===== src/sorted_priority_queue_unit_defines.svh =====
// Assertion macros for the sorted priority queue unit.
// Used by sorted_priority_queue_unit.sv; the clock and reset names are fixed there.
`ifndef SORTED_PRIORITY_QUEUE_UNIT_DEFINES_SVH
`define SORTED_PRIORITY_QUEUE_UNIT_DEFINES_SVH

`ifndef NO_ASSERTIONS
// Checked on every rising edge outside of reset.
`define SPQ_ASSERT(label, prop, msg) \
    label: assert property (@(posedge i_clk) disable iff (!i_rst_n) (prop)) \
        else $error(msg);
// Checked on every rising edge, reset included.
`define SPQ_ASSERT_ALWAYS(label, prop, msg) \
    label: assert property (@(posedge i_clk) (prop)) \
        else $error(msg);
`else
`define SPQ_ASSERT(label, prop, msg)
`define SPQ_ASSERT_ALWAYS(label, prop, msg)
`endif

`endif


===== src/spq_pkg.sv =====
// Shared types and constants of the sorted priority queue unit.
// No dependencies; used by the interfaces, the cell row, the result stage and the top level.
`timescale 1ns / 1ps

package spq_pkg;

    localparam int KEY_W = 64;

    // Operation codes of the kind field.
    localparam logic OP_PUSH = 1'b0;
    localparam logic OP_POP  = 1'b1;

    // Control sent from the top level to every storage cell.
    typedef struct packed {
        logic write;    // an operation that advances and is not refused changes the store this cycle
        logic pop;      // shift toward the head instead of inserting
    } t_cell_ctl;

endpackage


===== src/spq_in_if.sv =====
// Input channel of the sorted priority queue unit: one operation per transfer.
// Depends on spq_pkg for the key width.
`timescale 1ns / 1ps

interface spq_in_if;
    logic                      valid;
    logic                      ready;
    logic                      kind;
    logic [spq_pkg::KEY_W-1:0] key;

    modport source (output valid, output kind, output key, input ready);
    modport sink   (input valid, input kind, input key, output ready);
endinterface


===== src/spq_out_if.sv =====
// Result channel of the sorted priority queue unit: one status word per transfer.
// Depends on spq_pkg for the key width; CNT_W follows the store depth.
`timescale 1ns / 1ps

interface spq_out_if #(
    parameter int CNT_W = 5
);
    logic                      valid;
    logic                      ready;
    logic [spq_pkg::KEY_W-1:0] head_key;
    logic                      is_empty;
    logic [CNT_W-1:0]          entry_count;
    logic                      refused;

    modport source (output valid, output head_key, output is_empty, output entry_count,
                    output refused, input ready);
    modport sink   (input valid, input head_key, input is_empty, input entry_count,
                    input refused, output ready);
endinterface


===== src/spq_cell.sv =====
// One entry of the sorted store: key register, compare against the new key, next-value select.
// Depends on spq_pkg for the key width and the cell control struct.
`timescale 1ns / 1ps

module spq_cell (
    input  logic                      i_clk,
    input  spq_pkg::t_cell_ctl        i_ctl,
    input  logic [spq_pkg::KEY_W-1:0] i_key,       // key being pushed
    input  logic                      i_occupied,  // entry lies below the stored count
    input  logic                      i_prev_le,   // neighbor toward the head stays put
    input  logic [spq_pkg::KEY_W-1:0] i_prev_key,
    input  logic [spq_pkg::KEY_W-1:0] i_next_key,
    output logic                      o_le,
    output logic [spq_pkg::KEY_W-1:0] o_key,
    output logic [spq_pkg::KEY_W-1:0] o_next_key
);

    logic [spq_pkg::KEY_W-1:0] r_key;
    logic [spq_pkg::KEY_W-1:0] n_key;

    // Stored keys are ascending, so the le flags form a thermometer code and equal
    // keys keep their place ahead of the new one.
    assign o_le = i_occupied && (r_key <= i_key);

    always_comb begin
        if (i_ctl.pop) begin
            n_key = i_next_key;
        end else if (o_le) begin
            n_key = r_key;
        end else if (i_prev_le) begin
            n_key = i_key;
        end else begin
            n_key = i_prev_key;
        end
    end

    always_ff @(posedge i_clk) begin
        if (i_ctl.write) begin
            r_key <= n_key;
        end
    end

    assign o_key      = r_key;
    assign o_next_key = n_key;

endmodule


===== src/spq_out_stage.sv =====
// Result register of the sorted priority queue unit with its valid/ready control.
// Depends on spq_pkg and spq_out_if.
`timescale 1ns / 1ps

module spq_out_stage #(
    parameter int CNT_W = 5
) (
    input  logic                      i_clk,
    input  logic                      i_rst_n,
    input  logic                      i_load,
    input  logic [spq_pkg::KEY_W-1:0] i_head_key,
    input  logic                      i_is_empty,
    input  logic [CNT_W-1:0]          i_entry_count,
    input  logic                      i_refused,
    output logic                      o_free,
    spq_out_if.source                 o_out
);

    logic                      r_valid;
    logic [spq_pkg::KEY_W-1:0] r_head_key;
    logic                      r_is_empty;
    logic [CNT_W-1:0]          r_entry_count;
    logic                      r_refused;

    // A new result may enter while the current one is being taken.
    assign o_free = !r_valid || o_out.ready;

    always_ff @(posedge i_clk) begin
        if (!i_rst_n) begin
            r_valid <= 1'b0;
        end else if (o_free) begin
            r_valid <= i_load;
        end
    end

    always_ff @(posedge i_clk) begin
        if (o_free && i_load) begin
            r_head_key    <= i_head_key;
            r_is_empty    <= i_is_empty;
            r_entry_count <= i_entry_count;
            r_refused     <= i_refused;
        end
    end

    assign o_out.valid       = r_valid;
    assign o_out.head_key    = r_head_key;
    assign o_out.is_empty    = r_is_empty;
    assign o_out.entry_count = r_entry_count;
    assign o_out.refused     = r_refused;

endmodule


===== src/sorted_priority_queue_unit.sv =====
// Top level of the sorted priority queue unit: input register, row of storage cells, count.
// Depends on spq_pkg, spq_in_if, spq_out_if, spq_cell, spq_out_stage and the defines header.
//
//   Channel   Role    Transfer moves
//   i_in      sink    kind (push/pop), key
//   o_out     source  head_key, is_empty, entry_count, refused
//
// One operation is accepted per cycle while o_out is not stalled; its result passes from the
// input register into the result register and is then valid on o_out; a stall can hold it between.
// The rate is set by the cell row: every entry compares with the new key at once and
// takes its next value in the same cycle, so a following operation sees the updated store.
// Reset clears the stored count and the valid flags; key registers are not cleared.
// A stalled result holds the input register, and i_in.ready falls once both are full.
`timescale 1ns / 1ps
`include "sorted_priority_queue_unit_defines.svh"

module sorted_priority_queue_unit #(
    parameter int DEPTH     = 16,
    parameter int KEY_BYTES = 8
) (
    input  logic    i_clk,
    input  logic    i_rst_n,
    spq_in_if.sink  i_in,
    spq_out_if.source o_out
);

    localparam int CNT_W = $clog2(DEPTH + 1);
    localparam logic [spq_pkg::KEY_W-1:0] KEY_MASK =
        (KEY_BYTES >= 8) ? {spq_pkg::KEY_W{1'b1}} :
        ((spq_pkg::KEY_W'(1) << (8 * KEY_BYTES)) - spq_pkg::KEY_W'(1));
    localparam logic [CNT_W-1:0] FULL_COUNT = CNT_W'(DEPTH);

    // Input register.
    logic                      r_in_valid;
    logic                      r_kind;
    logic [spq_pkg::KEY_W-1:0] r_key;

    logic [CNT_W-1:0]          r_count;
    logic [CNT_W-1:0]          n_count;

    logic                      out_free;
    logic                      advance;
    logic                      refuse;
    spq_pkg::t_cell_ctl        cell_ctl;

    logic [DEPTH-1:0]          le;
    logic [spq_pkg::KEY_W-1:0] cell_key      [DEPTH];
    logic [spq_pkg::KEY_W-1:0] cell_next_key [DEPTH];

    logic [spq_pkg::KEY_W-1:0] head_key;

    assign advance    = r_in_valid && out_free;
    assign i_in.ready = !r_in_valid || advance;

    always_ff @(posedge i_clk) begin
        if (!i_rst_n) begin
            r_in_valid <= 1'b0;
        end else if (i_in.ready) begin
            r_in_valid <= i_in.valid;
        end
    end

    always_ff @(posedge i_clk) begin
        if (i_in.ready && i_in.valid) begin
            r_kind <= i_in.kind;
            r_key  <= i_in.key & KEY_MASK;
        end
    end

    always_comb begin
        case (r_kind)
            spq_pkg::OP_PUSH: begin
                refuse  = (r_count == FULL_COUNT);
                n_count = r_count + CNT_W'(1);
            end
            spq_pkg::OP_POP: begin
                refuse  = (r_count == '0);
                n_count = r_count - CNT_W'(1);
            end
            default: begin
                refuse  = 1'b1;
                n_count = r_count;
            end
        endcase
    end

    assign cell_ctl.write = advance && !refuse;
    assign cell_ctl.pop   = (r_kind == spq_pkg::OP_POP);

    always_ff @(posedge i_clk) begin
        if (!i_rst_n) begin
            r_count <= '0;
        end else if (cell_ctl.write) begin
            r_count <= n_count;
        end
    end

    for (genvar g = 0; g < DEPTH; g++) begin : g_cell
        logic                      prev_le;
        logic [spq_pkg::KEY_W-1:0] prev_key;
        logic [spq_pkg::KEY_W-1:0] next_key;

        if (g == 0) begin : g_head
            assign prev_le  = 1'b1;
            assign prev_key = r_key;
        end else begin : g_body
            assign prev_le  = le[g-1];
            assign prev_key = cell_key[g-1];
        end

        // The last entry has no successor; its value past the count is never read.
        if (g == DEPTH - 1) begin : g_tail
            assign next_key = cell_key[g];
        end else begin : g_inner
            assign next_key = cell_key[g+1];
        end

        spq_cell u_cell (
            .i_clk      (i_clk),
            .i_ctl      (cell_ctl),
            .i_key      (r_key),
            .i_occupied (r_count > CNT_W'(g)),
            .i_prev_le  (prev_le),
            .i_prev_key (prev_key),
            .i_next_key (next_key),
            .o_le       (le[g]),
            .o_key      (cell_key[g]),
            .o_next_key (cell_next_key[g])
        );
    end

    // Status after the operation: a refused one leaves the store as it was.
    logic [CNT_W-1:0] res_count;
    assign res_count = refuse ? r_count : n_count;
    assign head_key  = (res_count == '0) ? '0 :
                       (refuse ? cell_key[0] : cell_next_key[0]);

    spq_out_stage #(
        .CNT_W (CNT_W)
    ) u_out_stage (
        .i_clk         (i_clk),
        .i_rst_n       (i_rst_n),
        .i_load        (advance),
        .i_head_key    (head_key),
        .i_is_empty    (res_count == '0),
        .i_entry_count (res_count),
        .i_refused     (refuse),
        .o_free        (out_free),
        .o_out         (o_out)
    );

    `SPQ_ASSERT_ALWAYS(a_count_bound, !i_rst_n || (r_count <= FULL_COUNT),
        "stored count exceeds depth")
    `SPQ_ASSERT(a_refused_holds, advance && refuse |=> $stable(r_count),
        "refused operation changed the stored count")
    `SPQ_ASSERT(a_empty_flag, o_out.valid |-> (o_out.is_empty == (o_out.entry_count == '0)),
        "empty flag disagrees with entry count")
    `SPQ_ASSERT(a_head_order, r_count >= CNT_W'(2) |-> cell_key[0] <= cell_key[1],
        "head entry is larger than its successor")

endmodule

===== src/flat_wrapper.sv =====
// flat-port wrapper written by rule: the top's interface ports become plain ports
module sorted_priority_queue_unit_flat 
#(
    parameter int DEPTH     = 16,
    parameter int KEY_BYTES = 8
)
  (i_clk, i_rst_n, i_in_valid, i_in_kind, i_in_key, i_in_ready, o_out_valid, o_out_head_key, o_out_is_empty, o_out_entry_count, o_out_refused, o_out_ready);
  spq_in_if i_in_i ();
  spq_out_if o_out_i ();
  input  logic i_clk;
  input  logic i_rst_n;
  input wire logic [$bits(i_in_i.valid)-1:0] i_in_valid;
  input wire logic [$bits(i_in_i.kind)-1:0] i_in_kind;
  input wire logic [$bits(i_in_i.key)-1:0] i_in_key;
  output wire logic [$bits(i_in_i.ready)-1:0] i_in_ready;
  output wire logic [$bits(o_out_i.valid)-1:0] o_out_valid;
  output wire logic [$bits(o_out_i.head_key)-1:0] o_out_head_key;
  output wire logic [$bits(o_out_i.is_empty)-1:0] o_out_is_empty;
  output wire logic [$bits(o_out_i.entry_count)-1:0] o_out_entry_count;
  output wire logic [$bits(o_out_i.refused)-1:0] o_out_refused;
  input wire logic [$bits(o_out_i.ready)-1:0] o_out_ready;
  assign i_in_i.valid = i_in_valid;
  assign i_in_i.kind = i_in_kind;
  assign i_in_i.key = i_in_key;
  assign i_in_ready = i_in_i.ready;
  assign o_out_valid = o_out_i.valid;
  assign o_out_head_key = o_out_i.head_key;
  assign o_out_is_empty = o_out_i.is_empty;
  assign o_out_entry_count = o_out_i.entry_count;
  assign o_out_refused = o_out_i.refused;
  assign o_out_i.ready = o_out_ready;
  sorted_priority_queue_unit #(.DEPTH(DEPTH), .KEY_BYTES(KEY_BYTES)) u_core (.i_clk(i_clk), .i_rst_n(i_rst_n), .i_in(i_in_i), .o_out(o_out_i));
endmodule

===== config.mk =====
export PLATFORM = sky130hd
export DESIGN_NAME = sorted_priority_queue_unit_flat
export DESIGN_NICKNAME = d
export VERILOG_FILES = /design/src/spq_pkg.sv /design/src/spq_in_if.sv /design/src/spq_out_if.sv /design/src/spq_cell.sv /design/src/spq_out_stage.sv /design/src/sorted_priority_queue_unit.sv /design/src/flat_wrapper.sv
export VERILOG_INCLUDE_DIRS = /design/src /design/src/src
export SDC_FILE = /design/constraint.sdc
export NUM_CORES = 2
export LEC_CHECK = 0
export BUFFER_PORTS_ARGS = -buffer_cell sky130_fd_sc_hd__buf_2
export CORE_ASPECT_RATIO = 1.2
export CORE_MARGIN = 2
export CORE_UTILIZATION = 35
export CTS_CLUSTER_DIAMETER = 40
export DETAILED_ROUTE_END_ITERATION = 8
export SYNTH_ARGS = -nofsm -noshare
export SYNTH_HDL_FRONTEND = slang
export SYNTH_SLANG_ARGS = --single-unit
export TNS_END_PERCENT = 10

===== constraint.sdc =====
create_clock -name i_clk -period 11.48 [get_ports i_clk]
set_clock_uncertainty 0.05 [all_clocks]
set_input_delay 0.574 -clock i_clk [delete_from_list [all_inputs] [get_ports i_clk]]
set_output_delay 0.574 -clock i_clk [all_outputs]
set_load 0.005 [all_outputs]

==> run summary <==
Relative slew slack = -8.43%
Area grow syn2layout = 13.6%
Via Count = 74300
Ys async rst share = 0%
Synth area leaders = edfxtp_1 (41%), ha_1 (15%), mux2i_1 (6.1%)
Synth top area share = 40.9%
Failing checks = max-capacitance violations, max-slew violations
Layout net count = 9538
Initial cell density of the core = 35.1%
Final cycle utilization of the critical path = 71.0%
Hpwl dp = 238000 um
Synth Register Bits = 1167
Number of iterations in the first detailed-routing pass = 6
Drt via density = 6.30
Full die area = 0.247 sq mm
Setup-failing EPs final = 0
# DRC = 0
WL final = 345000 um
GPL Wtd Cong = 1.00
Seq/Total Area, Yosys = 41.1%
CTS sink cnt = 1167
Post-route ant nets = 0
Mapped Cells = 8490
Worst IR Drop VDD = 0.113 mV
Initial antenna violation count = 21
Global-route wire length before repair = 495000 um
Avg WL per Cell = 29.2 um
Gr ovfl total = 0
Clk pin slew, worst setup/hold paths = 0.06 ns
Mapped Nets = 9588
Final hold vios = 0
PortBufs = 141
Setup TNS = 0 ns
Mapped Area = 0.0851 sq mm
Syn_area_per_cell = 10.0 sq um
WS Path Type = reg2reg
Grt peak-use layer = met2
Fin. max-slew vios = 6
Leakage power = 39.6 nW
Worst EP required = 11.87 ns
Ports = 142
M3 GR Usage = 5.79%
RSZ-0062 raised after global routing = no
Min-Delay Path Class = in2reg
Post-synth cell types = 85
Fin cells = 11800
Outcome = finished with violations
Crit. End Element = flip-flop
Top FF cell, synth = edfxtp_1
GRT met2 Usage = 42.5%
Initial DRC Count = 9414
Share of cells above drive strength 1 = 9.10%
Worst Path Arrival = 8.54 ns
Cell taking the most area after synthesis = edfxtp_1
Core area = 0.242 sq mm
Clk_lat worst skew = 0.91 ns
Htree depth = 4
Critical-path maximum fanout = 64
Vias in the first global route = 71200
Num CTS Buffers = 205
CTS root buf = clkbuf_16
Fmax = 123 MHz
Largest net degree at the start of global routing = 205
Measured slew at the worst slew-check pin = 1.60 ns
Fin crit period = 8.15 ns
Power Dens Cells = 146 mW/mm^2
Die width = 454 um
Core Rows = 198
Met1 Track Usage GR = 32.8%
Post CTS Setup Buffer Count = 0
Longest Clk Path Bufs = 4
CTS tree = done
Placed insts = 11400
Startpoint types = flip-flop
Yosys warning total = 0
WHS = 0.348 ns
Max-cap violations = 2
Post-synth EDFFs = 1160
Die Y = 544 um
PostCTS Resize Cnt = 0
Gr usage total = 27.0%
-- area by class of cell --
cell class / instances / area (sq um)
Antenna cell: 6 / 15.0
Clock buffer: 234 / 5300
Clock inverter: 135 / 1650
Fill cell: 23300 / 145000
Inverter: 113 / 442
Multi-Input combinational cell: 6564 / 47500
Sequential cell: 1167 / 35000
Tap cell: 3200 / 4000
Timing Repair Buffer: 389 / 2790
-- synth_stat cells, types with 15 or more instances --
cell / n
edfxtp_1: 1160
ha_1: 1029
nand2_1: 828
clkbuf_1: 529
mux2i_1: 516
o21ai_1: 498
nor2_1: 387
a21oi_1: 350
o21ai_0: 341
nand3_1: 336
a31oi_1: 331
a21o_1: 266
nand4_1: 208
nor3b_1: 190
a22oi_1: 136
nor3_1: 125
inv_1: 108
nor2b_1: 99
o211ai_1: 97
and3_1: 72
a2bb2oi_1: 69
a221o_1: 68
a32oi_1: 64
mux2_1: 64
o22ai_1: 64
or3b_1: 64
o221a_2: 62
buf_2: 61
a211oi_1: 41
buf_1: 35
nor4_1: 32
and4_1: 25
a221oi_1: 22
o21a_1: 22
a21boi_0: 15
-- state kept, by name, summed over array words and instances, names as in the netlist --
name	count
u_core.g_cell.prev_key	64
u_core.g_cell.u_cell.o_key	1024
u_core.r_count	5
u_core.r_in_valid	1
u_core.r_kind	1
u_core.u_out_stage.o_out.entry_count	5
u_core.u_out_stage.o_out.head_key	64
u_core.u_out_stage.o_out.is_empty	1
u_core.u_out_stage.o_out.refused	1
u_core.u_out_stage.o_out.valid	1
-- final timing paths --
| kind | from | to | slack [ns] | cells past startpoint |
|---|---|---|---|---|
| worst min register to register | u_core.r_in_valid | u_core.u_out_stage.o_out.valid | 0.50 | 1 |
| worst min-delay path | i_in_key[6] | u_core.g_cell[0].prev_key[6] | 0.35 | 2 |
| worst max-delay path | u_core.g_cell[0].prev_key[59] | u_core.g_cell[4].u_cell.o_key[26] | 3.33 | 12 |
| worst max register to register | u_core.g_cell[0].prev_key[59] | u_core.g_cell[4].u_cell.o_key[26] | 3.33 | 12 |
-- critical path: stages (launching register included) --
cell and delay (ns):
edfxtp_1 0.65, inv_1 0.30, buf_4 0.28, ha_1 0.33, nand4_1 0.29, nor4_2 0.97, nand2_1 0.22, nor4_1 1.00
o21ai_0 0.74, nand3_4 0.88, a21oi_1 0.22, nor2_4 0.84, buf_4 0.78
-- kinds of logic after synthesis --
group	synth area share (%)
AOI/OAI and AO/OA	19.0
and+or+nand+nor	14.1
DFF	41.1
adders and majority gates	15.1
buffers and inverters	3.57
muxes	6.93
xor gates and xnor gates	0.0721
-- layer usage --
layer  part of all wire, %  routed length (um)  vias up
met3                   9.8               33700      973
li1                      -                   -    33000
met2                    45              154000     4183
met1                    38              130000    36200
met5                 0.030                 105        -
met4                   7.9               27400       16
-- timing repair --
item,in CTS,in global routing
endpoints found under the hold margin,72,0
endpoints found under the setup margin,0,0
hold buffers,70,0
-- placed cells by master (no fill, tap or decap), types with 105 or more instances in the layout --
master        n
edfxtp_1   1160
ha_1       1029
nand2_1     825
mux2i_1     516
o21ai_1     497
nor2_1      372
a21oi_1     347
o21ai_0     341
nand3_1     333
a31oi_1     329
a21o_1      266
nand4_1     208
clkbuf_16   208
nor3b_1     190
buf_4       172
buf_2       142
a22oi_1     136
nor3_1      123
inv_1       105
-- where the power goes --
part / switching (mW) / total [mW] / leakage [nW] / internal (mW)
clock: 2.43 / 6.39 / 3.35 / 3.96
sequential: 0.312 / 5.37 / 10.8 / 5.06
combinational: 1.54 / 2.39 / 25.4 / 0.851
total: 4.28 / 14.2 / 39.6 / 9.87
-- metrics by stage --
step,cell area [sq um],setup WS (ns),util [%],power [mW]
final,96700,3.33,39.9,14.2
after global routing,96700,3.29,39.9,14.6
after CTS,96600,3.52,39.9,14.1
after detailed placement,89000,3.56,36.8,7.74
after global placement,89000,3.71,36.8,7.68
after floorplan,85100,2.09,-,6.86
Note: power is estimated with default switching activity, not from simulation.
